$ cat src/hdl/rsc_pkg.sv
`timescale 1ns / 1ps
// rsc_pkg: shared types and constants of the reverse polish stack calculator
// used by rsc_cell, rsc_divider and rpn_stack_calculator_top

package rsc_pkg;

  // value format: signed q16.16
  localparam int VALUE_W = 32;
  localparam int FRAC_W = 16;
  localparam int FUNC_W = 4;
  localparam int DEPTH_W = 8;

  // default number of stack cells
  localparam int STACK_DEPTH_DEF = 128;

  // iterative divider: one quotient bit per step
  localparam int DIV_STEPS = VALUE_W;
  localparam int DIV_CNT_W = $clog2(DIV_STEPS);

  localparam logic [VALUE_W-1:0] Q_MAX = {1'b0, {(VALUE_W-1){1'b1}}};
  localparam logic [VALUE_W-1:0] Q_MIN = {1'b1, {(VALUE_W-1){1'b0}}};

  // function codes carried with each input beat
  typedef enum logic [FUNC_W-1:0] {
    FN_PUSH  = 4'd0,
    FN_ADD   = 4'd1,
    FN_SUB   = 4'd2,
    FN_MUL   = 4'd3,
    FN_DIV   = 4'd4,
    FN_MOD   = 4'd5,
    FN_CLEAR = 4'd6,
    FN_SWAP  = 4'd7,
    FN_DROP  = 4'd8,
    FN_PEEK  = 4'd9
  } func_t;

  // what a stack cell loads this cycle
  typedef enum logic [1:0] {
    CELL_HOLD  = 2'd0,
    CELL_SHIFT = 2'd1,  // take the neighbor above (push direction)
    CELL_PULL1 = 2'd2,  // take the neighbor one below
    CELL_PULL2 = 2'd3   // take the neighbor two below
  } cell_op_t;

  // sequencer states
  typedef enum logic [2:0] {
    ST_IDLE,
    ST_START,
    ST_MUL_SAT,
    ST_DIV_RUN,
    ST_DIV_FIN,
    ST_APPLY,
    ST_REPORT
  } state_t;

  // divider start request
  typedef struct packed {
    logic               start;
    logic [VALUE_W-1:0] rem_init;
    logic [VALUE_W-1:0] dividend;
    logic [VALUE_W-1:0] divisor;
  } div_req_t;

  // divider answer
  typedef struct packed {
    logic               done;
    logic [VALUE_W-1:0] quot;
    logic [VALUE_W-1:0] rem;
  } div_rsp_t;

endpackage

$ cat src/hdl/rsc_cell.sv
`timescale 1ns / 1ps
// rsc_cell: one entry of the shifting stack, trading values with its neighbors
// depends on rsc_pkg

module rsc_cell (
  input  logic                          clk,
  input  rsc_pkg::cell_op_t             op,
  input  logic [rsc_pkg::VALUE_W-1:0]   from_up,
  input  logic [rsc_pkg::VALUE_W-1:0]   from_down1,
  input  logic [rsc_pkg::VALUE_W-1:0]   from_down2,
  output logic [rsc_pkg::VALUE_W-1:0]   value
);

  // entry register, contents are meaningful only below the fill count
  always_ff @(posedge clk) begin
    case (op)
      rsc_pkg::CELL_SHIFT: value <= from_up;
      rsc_pkg::CELL_PULL1: value <= from_down1;
      rsc_pkg::CELL_PULL2: value <= from_down2;
      default:             value <= value;
    endcase
  end

endmodule

$ cat config.mk
export PLATFORM = sky130hd
export DESIGN_NAME = rsc_cell
export DESIGN_NICKNAME = d
export VERILOG_FILES = /design/src/hdl/rsc_pkg.sv /design/src/hdl/rsc_cell.sv
export SDC_FILE = /design/constraint.sdc
export NUM_CORES = 1
export LEC_CHECK = 0
export BUFFER_PORTS_ARGS = -buffer_cell sky130_fd_sc_hd__buf_2
export CORE_UTILIZATION = 39
export DETAILED_ROUTE_END_ITERATION = 6
export PLACE_DENSITY = 0.84
export SYNTH_ARGS = -nofsm -noshare
export SYNTH_HDL_FRONTEND = slang
export SYNTH_SLANG_ARGS = --single-unit
export TNS_END_PERCENT = 30
$ cat constraint.sdc
create_clock -name clk -period 1.9 [get_ports clk]
set_input_delay 0.38 -clock clk [delete_from_list [all_inputs] [get_ports clk]]
set_output_delay 0.38 -clock clk [all_outputs]
set_load 0.03 [all_outputs]
After elaboration in Yosys (flattened, before gate mapping)
Cells that the tools add are included.
Operators by class
  add/subtract/negate cells: 0
  divide/modulo/power cells: 0
  shift operators: 0
  mux-type cells: 1
  magnitude comparators: 0
  bitwise operators: 0
  reductions and logical operators: 1
  multipliers: 0
  equality and inequality tests: 3
Operator list (count)
  one-hot mux 32 bit (3 select lines): 1
  == test 2 bit (second input constant): 2
  nonzero test 3 bit: 1
  == test 2 x 1 -> 1 bit (second input constant): 1
Word-level totals
  bits in read-only memories: 0
  memory bits (writable): 0
  word-level logic and storage cells: 6
  memories: 0
  register bits: 32
  latch bits: 0

Longest topological paths before layout
  depth after elaboration: 2
  depth in mapped cells: 4

Worst setup path after synthesis
Ideal clock, no wire load.
  kind: input -> register
  from: input op[0]
  to: register value[0] (netlist bit), enable pin
  cell stages on the path: 3
  path buffers: 2
  setup time: 0.330 ns
  slack: 0.405 ns
  data arrival time: 1.166 ns
  cell sequence: buf_6 > buf_12 > or2_2
On the way
  cells in the longest elaborated chain, start to end: 2
  elaborated cells on any way between the ends: 4
RTL lines
  start, declared: line rsc_cell.sv:7  | input rsc_pkg::cell_op_t op,
  == test 2 bit or == test 2 x 1 -> 1 bit (tied branches): line rsc_cell.sv:16  | case (op)
  nonzero test 3 bit (no source line) *
  end signal, assigned: line rsc_cell.sv:17  | rsc_pkg::CELL_SHIFT: value <= from_up;
  end signal, assigned: line rsc_cell.sv:18  | rsc_pkg::CELL_PULL1: value <= from_down1;
  end signal, assigned: line rsc_cell.sv:19  | rsc_pkg::CELL_PULL2: value <= from_down2;
  end, declared: line rsc_cell.sv:11  | output logic [rsc_pkg::VALUE_W-1:0] value
Mark *: on every way between the ends. The rest lies on a longest branch, timed or not.
A chain may end at the register's enable or synchronous reset.

Final worst setup path
  from: register value[11] (netlist bit)
  to: output value[11] (netlist bit)
No word-level cell between the ends.

==> metrics.yaml <==
clock_network:
  root_buffer: "clkbuf_8"
  numCtsBuffers: 5
  cts_resized: 0
  htree_num_levels: 2
  cts.path.max_buffers: 2
  cts_tree: "done"
  clk_pin_slew_ns: 0.06
  numClockSinks: 32
  post_cts_buffers: 0
  hold_buffers: 0
global_routing:
  grt_pass1_wl_um: 5400
  grt_max_degree: 65
  antenna_found_initial: 0
  grt_util_all_layers_pct: 16.9
  grt_pass1_vias: 1284
  grt-ovfl-total: 0
drt:
  dr.pass1.iters: 4
  route.vias.total: 1496
  drt-vias-per-instance: 4.68
  drc_errors: 0
  wl_per_cell_um: 11.9
  drt_iter0_drc: 63
  wl_um: 3790
  ant_nets: 0
cells_and_area:
  registers.top_by_ff_count: "value"
  fillCellCount: 350
  largest_reg_flops: 32
  top_regs: "value (32)"
  nets: 368
  stdcell_count: 320
  drive_above_1_share_pct: 51.5
  antennaDiodeCount: 0
  final_common_cell: "buf_2"
  final_area_um2: 2400
  area_growth_syn_to_layout_pct: 43.2
  most-common-layout-cells: "130 x buf_2, 32 x mux2i_1, 32 x nor2_1, 32 x a21oi_1, 32 x edfxtp_1"
sta:
  slew_headroom_pct: 51.4
  min_period_ns: 1.22
  worstMarginPinSlew_ns: 0.728
  setup_tns_ns: 0
  hold_viol: 0
  setup_violations: 0
  rsz0062_at_grt: "false"
  max_freq_ghz: 0.819
  post-route-period-util_pct: 64.2
  slew_viol_final: 0
place:
  portBuffers: 130
  dp_cells: 312
  hpwlAfterDp_um: 2890
  dpl_cell_area_um2: 2320
  gp_congestion: 0.660
floorplan:
  dieArea_um2: 4560
  core_um2: 4060
  num_io_pins: 131
  initial_utilization_pct: 41.2
  die_w_um: 67.5
  rows: 23
  die_height_um: 67.5
synth:
  syn_nets: 239
  synth-seq-cells: 32
  synth-seq-area-share_pct: 57.4
  synth_area_per_cell_um2: 11.9
  synth_cell_types: 10
  syn_inst: 140
  syn_area_um2: 1670
  ys_warn_count: 0
hold_path:
  worstHoldPathType: "primary input to register"
  hold_depth: 3
critical_path:
  critPathLaunchType: "register"
  worst_ep_arrival_time_ns: 0.84
  cp_cell_sequence: "buf_2"
  critPathRequiredTime_ns: 1.52
  crit_family: "flip-flops"
  cpMaxStageDelayCell: "edfxtp_1"
  max_stage_delay_ns: 0.38
  path_depth: 1
  worstSetupPathType: "register to output pin"
  crit_fanout: 1
  crit_buf_inv: 1
  cp-end-kind: "output pin"
pwr:
  leakage_nw: 1.19
  power_density_nw_per_um2: 776
  ir_drop_mv: 0.356
  power.total_mw: 1.86
run:
  cap_violations: 0
run_status:
  status: "finished, final reports clean"
[kinds of logic (layout without fill, tap and decap cells)]
group	after synthesis	after routing	share of synthesized area [%]
and+or+nand+nor	33	33	7.55
AOI/OAI and AO/OA	32	32	9.57
muxes	32	32	19.1
DFF	32	32	57.4
buffers and inverters	11	141	6.28
[cells in the mapped netlist]
library cell	instances	area share [%]
buf_6	1	0.67
nor2_1	32	7.2
buf_2	3	0.90
mux2i_1	32	19
a21oi_1	32	9.6
buf_12	3	3.6
buf_4	1	0.45
edfxtp_1	32	57
clkbuf_1	3	0.67
or2_2	1	0.37
[metrics by stage]
stage | utilization, % | setup WS [ns] | hold WS [ns]
5_1_grt | 59.1 | 0.618 | 0.419
4_1_cts | 59.1 | 0.657 | 0.415
3_5_place_dp | 57.1 | 0.386 | 0.704
2_1_floorplan | - | 0.405 | 0.610
3_3_place_gp | 57.1 | 0.431 | 0.701
6_report | 59.1 | 0.679 | 0.424
[cell type report]
cell class / instances / area, um^2 / share of cell area, %
clock buffers: 7 / 76.3 / 3.19
clock inverters: 1 / 3.75 / 0.157
multi-input cells: 97 / 607 / 25.3
flip-flops and latches: 32 / 961 / 40.1
well taps: 50 / 62.6 / 2.61
repair buffers: 133 / 686 / 28.6
[path summary, 6_finish.rpt]
kind / endpoint / startpoint
max: value[11] / value[11]
min: value[13] / from_up[13]
[layer usage]
layer  share of wire, %  vias up  GRT usage (%)
met5                  0        -              0
met4                1.6        0           7.45
met3                8.4        9           6.59
met2                 52       80           32.1
met1                 38      634           15.4
li1                   -      773              -
[where the power goes]
group | internal [mW] | leakage [nW] | total [mW] | switching [mW]
combinational | 0.187 | 0.825 | 0.497 | 0.310
sequential | 0.875 | 0.322 | 0.892 | 0.0175
clock | 0.254 | 0.0399 | 0.470 | 0.216
total | 1.32 | 1.19 | 1.86 | 0.543
Note: power is estimated with default switching activity, not from simulation.
