==> config.mk <==
export PLATFORM = sky130hd
export DESIGN_NAME = rsc_divider
export DESIGN_NICKNAME = d
export VERILOG_FILES = /design/src/hdl/rsc_pkg.sv /design/src/hdl/rsc_divider.sv
export SDC_FILE = /design/constraint.sdc
export NUM_CORES = 1
export LEC_CHECK = 0
export BUFFER_PORTS_ARGS = -buffer_cell sky130_fd_sc_hd__buf_2
export CAP_MARGIN = 25
export CORE_MARGIN = 2
export CORE_UTILIZATION = 53
export DETAILED_ROUTE_END_ITERATION = 12
export HOLD_SLACK_MARGIN = 0.1
export PLACE_DENSITY = 0.81
export SLEW_MARGIN = 30
export SYNTH_ARGS = -nofsm -noshare
export SYNTH_HDL_FRONTEND = slang
export SYNTH_SLANG_ARGS = --single-unit
==> constraint.sdc <==
create_clock -name clk -period 3.7 [get_ports clk]
set_clock_uncertainty 0.2 [all_clocks]
set_input_delay 0.37 -clock clk [delete_from_list [all_inputs] [get_ports clk]]
set_output_delay 0.37 -clock clk [all_outputs]
set_load 0.02 [all_outputs]
==> src/hdl/rsc_pkg.sv <==
`timescale 1ns / 1ps
// rsc_pkg: shared types and constants of the reverse polish stack calculator
// used by rsc_cell, rsc_divider and rpn_stack_calculator_top

package rsc_pkg;

  // value format: signed q16.16
  localparam int VALUE_W = 32;
  localparam int FRAC_W = 16;
  localparam int FUNC_W = 4;
  localparam int DEPTH_W = 8;

  // default number of stack cells
  localparam int STACK_DEPTH_DEF = 128;

  // iterative divider: one quotient bit per step
  localparam int DIV_STEPS = VALUE_W;
  localparam int DIV_CNT_W = $clog2(DIV_STEPS);

  localparam logic [VALUE_W-1:0] Q_MAX = {1'b0, {(VALUE_W-1){1'b1}}};
  localparam logic [VALUE_W-1:0] Q_MIN = {1'b1, {(VALUE_W-1){1'b0}}};

  // function codes carried with each input beat
  typedef enum logic [FUNC_W-1:0] {
    FN_PUSH  = 4'd0,
    FN_ADD   = 4'd1,
    FN_SUB   = 4'd2,
    FN_MUL   = 4'd3,
    FN_DIV   = 4'd4,
    FN_MOD   = 4'd5,
    FN_CLEAR = 4'd6,
    FN_SWAP  = 4'd7,
    FN_DROP  = 4'd8,
    FN_PEEK  = 4'd9
  } func_t;

  // what a stack cell loads this cycle
  typedef enum logic [1:0] {
    CELL_HOLD  = 2'd0,
    CELL_SHIFT = 2'd1,  // take the neighbor above (push direction)
    CELL_PULL1 = 2'd2,  // take the neighbor one below
    CELL_PULL2 = 2'd3   // take the neighbor two below
  } cell_op_t;

  // sequencer states
  typedef enum logic [2:0] {
    ST_IDLE,
    ST_START,
    ST_MUL_SAT,
    ST_DIV_RUN,
    ST_DIV_FIN,
    ST_APPLY,
    ST_REPORT
  } state_t;

  // divider start request
  typedef struct packed {
    logic               start;
    logic [VALUE_W-1:0] rem_init;
    logic [VALUE_W-1:0] dividend;
    logic [VALUE_W-1:0] divisor;
  } div_req_t;

  // divider answer
  typedef struct packed {
    logic               done;
    logic [VALUE_W-1:0] quot;
    logic [VALUE_W-1:0] rem;
  } div_rsp_t;

endpackage

==> src/hdl/rsc_divider.sv <==
`timescale 1ns / 1ps
// rsc_divider: unsigned restoring divider, one quotient bit per cycle
// depends on rsc_pkg

module rsc_divider (
  input  logic              clk,
  input  logic              rst,
  input  rsc_pkg::div_req_t req,
  output rsc_pkg::div_rsp_t rsp
);

  logic                              busy;
  logic                              done;
  logic [rsc_pkg::DIV_CNT_W-1:0]     step;
  logic [rsc_pkg::VALUE_W-1:0]       rem;
  logic [rsc_pkg::VALUE_W-1:0]       dvd;
  logic [rsc_pkg::VALUE_W-1:0]       dsr;
  logic [rsc_pkg::VALUE_W:0]         trial;
  logic                              fits;
  logic [rsc_pkg::VALUE_W-1:0]       rem_next;

  // one shift and trial subtract
  always_comb begin
    trial    = {rem, dvd[rsc_pkg::VALUE_W-1]};
    fits     = trial >= {1'b0, dsr};
    rem_next = fits ? rsc_pkg::VALUE_W'(trial - {1'b0, dsr})
                    : trial[rsc_pkg::VALUE_W-1:0];
  end

  // control: step counter and done pulse
  always_ff @(posedge clk) begin
    if (rst) begin
      busy <= 1'b0;
      done <= 1'b0;
      step <= '0;
    end else begin
      done <= 1'b0;
      if (req.start) begin
        busy <= 1'b1;
        step <= '0;
      end else if (busy) begin
        step <= step + 1'b1;
        if (step == rsc_pkg::DIV_CNT_W'(rsc_pkg::DIV_STEPS - 1)) begin
          busy <= 1'b0;
          done <= 1'b1;
        end
      end
    end
  end

  // datapath: partial remainder and dividend/quotient shift register
  always_ff @(posedge clk) begin
    if (req.start) begin
      rem <= req.rem_init;
      dvd <= req.dividend;
      dsr <= req.divisor;
    end else if (busy) begin
      rem <= rem_next;
      dvd <= {dvd[rsc_pkg::VALUE_W-2:0], fits};
    end
  end

  assign rsp.done = done;
  assign rsp.quot = dvd;
  assign rsp.rem  = rem;

endmodule

* Yosys cells after proc, flatten, opt, wreduce, memory -nomap -nowiden
Index checks and enable logic that the tools add are counted.
Storage, ports and cells: word-level logic and storage cells 23, bits of input ports 99, bits in registers 103, output and inout port bits 65
Cells by class: magnitude comparators 1, equal/unequal tests 1, bitwise logic cells 1, reduce and logical (&&, ||, !) cells 3, multiplexer cells 9, $add $sub $neg 2
Operators by type and width (count):
- 32-bit two-way mux | 5
- 33-bit by 32-bit >= comparator with 1-bit output | 1
- 32-bit subtractor | 1
- 5-bit by 1-bit adder with 5-bit output (second input constant) | 1
- 5-bit equality test (second input constant) | 1
- 1-bit two-way mux | 4
- 3-bit OR reduction | 1
- 2-bit nonzero test | 1
- 2-bit OR reduction | 1
- 1-bit inverter | 1

* Logic depth before layout (Yosys ltp)
depth after elaboration 4, mapped depth 14, depth with buffers taken out 13

* Least setup slack after synthesis
OpenSTA, ideal clock, no wires.
path type flip-flop to flip-flop, start register rem[7] in the netlist's numbering, end register rem[17] in the netlist's numbering (data pin), data required time 3226 ps, stages on the path, launching flop included 13, slack 336 ps, buffers on the path 2, arrival time 2890 ps, cells stage by stage edfxtp_1 > ha_1 > a21o_1 > a21oi_1 > o21ai_1 > a221oi_2 > o21ai_1 > o31a_1 > or2_1 > buf_4 > buf_4 > nand2_1 > a31oi_1
Between the ends: longest elaborated chain between the ends 4, elaborated cells on any way between the ends 5, classes of those cells add/sub: 1; order compare: 1; mux: 3
RTL lines:
- from (decl) | RTL line rsc_divider.sv:15 | logic [rsc_pkg::VALUE_W-1:0] rem;
- from (signal assigned) | RTL line rsc_divider.sv:54 | rem <= req.rem_init;
- from (signal assigned) | RTL line rsc_divider.sv:58 | rem <= rem_next;
- 32-bit subtractor / 33-bit by 32-bit >= comparator with 1-bit output (equally long branches) | RTL line rsc_divider.sv:26, rsc_divider.sv:25
- 32-bit two-way mux * | RTL line rsc_divider.sv:26 | rem_next = fits ? rsc_pkg::VALUE_W'(trial - {1'b0, dsr})
- 32-bit two-way mux * | RTL line rsc_divider.sv:57 | end else if (busy) begin
- 32-bit two-way mux * | RTL line rsc_divider.sv:53 | if (req.start) begin
Mark *: on every way between the ends. The rest lies on a longest branch, timed or not. The select of a mux whose other input is x is not followed. A chain may end at the register's enable or synchronous reset.

* Worst setup path after layout
start register rem[17] in the netlist's numbering, end register rem[7] in the netlist's numbering (data pin)
Between the ends: longest elaborated chain between the ends 4
RTL lines:
- 33-bit by 32-bit >= comparator with 1-bit output | RTL line rsc_divider.sv:25 | fits = trial >= {1'b0, dsr};
- 32-bit two-way mux | RTL line rsc_divider.sv:26
- 32-bit two-way mux | RTL line rsc_divider.sv:57
- 32-bit two-way mux | RTL line rsc_divider.sv:53
Every way passes these cells. The select of a mux whose other input is x is not followed.

==> reports/metrics.yaml <==
yosys:
  synth_area_sq_um: 6010
  synth.distinct_cells: 59
  netlist_instances: 548
  yosysSeqAreaShare_pct: 50.3
  synth_common_cells: "edfxtp_1, nand2_1, inv_1"
  yosys.area.top_type_share_pct: 48.0
  netlist_top_cells_area: "edfxtp_1, ha_1, mux2_2"
  postSynthAreaPerCell_sq_um: 11.0
  ys_async_sr_fraction_pct: 0
  ys_seq_elements: 103
  yosys_most_used_dff: "edfxtp_1"
  syn-num-nets: 682
  synth-edff-count: 96
  netlist.top_cell.by_area: "edfxtp_1"
  synth.most_common_cell: "edfxtp_1"
  yosysWarnings: 0
place:
  gp_congestion: 0.906
  port_buffers: 163
  dp.final_hpwl_mm: 11.1
  place_area_sq_um: 7000
  placed_cells: 841
route:
  drc: 0
  dr.pass1.iters: 5
  drtAntennaViolNets: 0
  via_per_inst: 5.61
  dr.first_iter.drc_count: 338
  post_drt_wl_per_cell_um: 17.5
  wirelength_mm: 15.8
  vias: 5066
status:
  status: "complete, no violations"
die:
  die_w_um: 110
  pin_count: 164
  die-height_um: 110
  die_area_sq_um: 12200
  num_rows: 38
  initial_utilization_pct: 55.0
  core_sq_um: 10900
worst_hold_path:
  hold_path.class: "in -> reg"
  whs_path_depth: 2
  holdPathEnd: "dvd[5]"
  min_from: "req[37]"
global_routing:
  grt_use_total_pct: 26.1
  antenna_found_initial: 0
  grt_remaining_overflow: 0
  grt_pass1_vias: 5169
  grt_max_degree: 41
  grt_pass1_wl_mm: 25.4
critical_path:
  r2r-end: "rem[7]"
  ff2ff_path_depth: 9
  path_max_fanout: 15
  end_kind: "flop"
  critPathLaunchType: "flop"
  critPathArrivalTime_ps: 3550
  path_class: "reg -> reg"
  required_ps: 3710
  rrSetupSlack_ps: 160
  r2r-start: "rem[17]"
clock_tree:
  clock-root-buffer: "clkbuf_16"
  post_cts_buffers: 0
  insertion_delay_ps: 370
  cts_buffers: 9
  clk_pin_slew_worst_paths_ps: 80
  tritoncts: "yes"
  cts.sinks: 103
  cts_buffer_depth: 2
  cts.htree.levels: 3
finish:
  final-seq-area_sq_um: 3020
  multi_input_area_sq_um: 2720
  fin_area_sq_um: 7790
  final_nets: 892
  areaGrowthSynthToFinish_pct: 29.6
  layout-drive-gt1-share_pct: 31.8
  fin_cells: 903
  diodes: 0
  n_fill_cell: 807
power_and_ir_drop:
  leakage_uw: 0.00341
  power_density_nw_per_um2: 571
  peakVddDrop_uv: 581
  p_total_uw: 4440
sta:
  worst_pin_slew_ps: 834
  grt_setup_unrepaired: "no"
  fin_crit_sh_pct: 95.6
  relSlewSlack_pct: 44.4
  drv_slew: 0
  max_freq_mhz: 283
  hold_violations: 0
  period_minus_slack_ps: 3540
  setup_viol: 0
  setup-tns-final_ps: 0
run:
  drv_cap: 0
through the flow:
step / hold WS [ps] / setup WS, ps / utilization, %
floorplan: 239 / 336 / -
global placement: 285 / 229 / 64.0
detailed placement: 314 / 169 / 64.0
CTS: 100 / 115 / 71.1
global route: 104 / 40.5 / 71.2
finish: 105 / 163 / 71.2
flip-flops by register name, summed over array words and instances, names as in the netlist:
signal	count
dvd	32
dsr	32
done	1
rem	32
busy	1
step	5
critical path, cell delays in order (launching register included):
cell and delay (ps):
edfxtp_1 440, ha_1 430, nand3_1 180, or4b_2 690, nor4_1 330, o31a_1 290, nor2_2 60, buf_4 200
or3_1 380, a31oi_1 180
where the power goes:
group	internal (uW)	total (uW)	switching [uW]
sequential	1490	1610	119
clock	542	1020	479
combinational	757	1820	1060
total	2790	4440	1660
layout make-up:
| class | count | share of cell area (%) |
|---|---|---|
| Timing Repair Buffer | 222 | 17.8 |
| Multi-Input combinational cell | 378 | 35.0 |
| Inverter | 44 | 2.12 |
| Clock buffer | 9 | 2.89 |
| Sequential cell | 103 | 38.8 |
| Tap cell | 140 | 2.25 |
| Clock inverter | 7 | 1.12 |
layout by cell type, fill, tap and decap left out, types with 4 or more instances in the layout:
master	instances
inv_1	44
a21oi_1	35
ha_1	34
nand2_1	60
nor2_1	42
buf_4	13
a31oi_1	25
nand3_1	8
xnor2_1	18
buf_2	162
edfxtp_1	96
dlygate4sd3_1	46
dfxtp_1	7
clkbuf_16	9
a21o_1	14
nand4_1	4
xor2_1	8
nor3_1	5
o21ai_0	19
mux2i_1	7
mux2_2	33
metal layers:
metal | vias to the layer above | track usage, % | share of wire, %
met2 | 219 | 44.3 | 49
met1 | 2386 | 31.8 | 41
li1 | 2437 | - | -
met4 | 0 | 8.08 | 2.0
met5 | - | 0 | 0
met3 | 24 | 8.23 | 8.3
cell families after synthesis:
kind of cell	count (synthesis)	share of synthesized area [%]
and+or+nand+nor	145	11.1
AOI/OAI and AO/OA	132	15.3
DFF	103	50.3
buffers and inverters	67	4.70
muxes	40	7.35
adders and majority gates	35	7.41
xor gates and xnor gates	26	3.79
worst max path at each step:
stage               slack (ps)    start      end  cells after the start
CTS                        110  dvd[31]  rem[30]                     13
global route                40   rem[8]  rem[28]                     10
floorplan                  340   rem[7]  rem[17]                     12
finish                     160  rem[17]   rem[7]                      9
detailed placement         170   rem[8]  rem[28]                     10
global placement           230  rem[17]  rem[24]                      9
what timing repair did:
action,in CTS,in global routing
endpoints found under the setup margin,0,2
gates resized for setup,0,2
hold endpoints to repair,46,0
hold buffers,46,0
(Power assumes the default switching activity.)
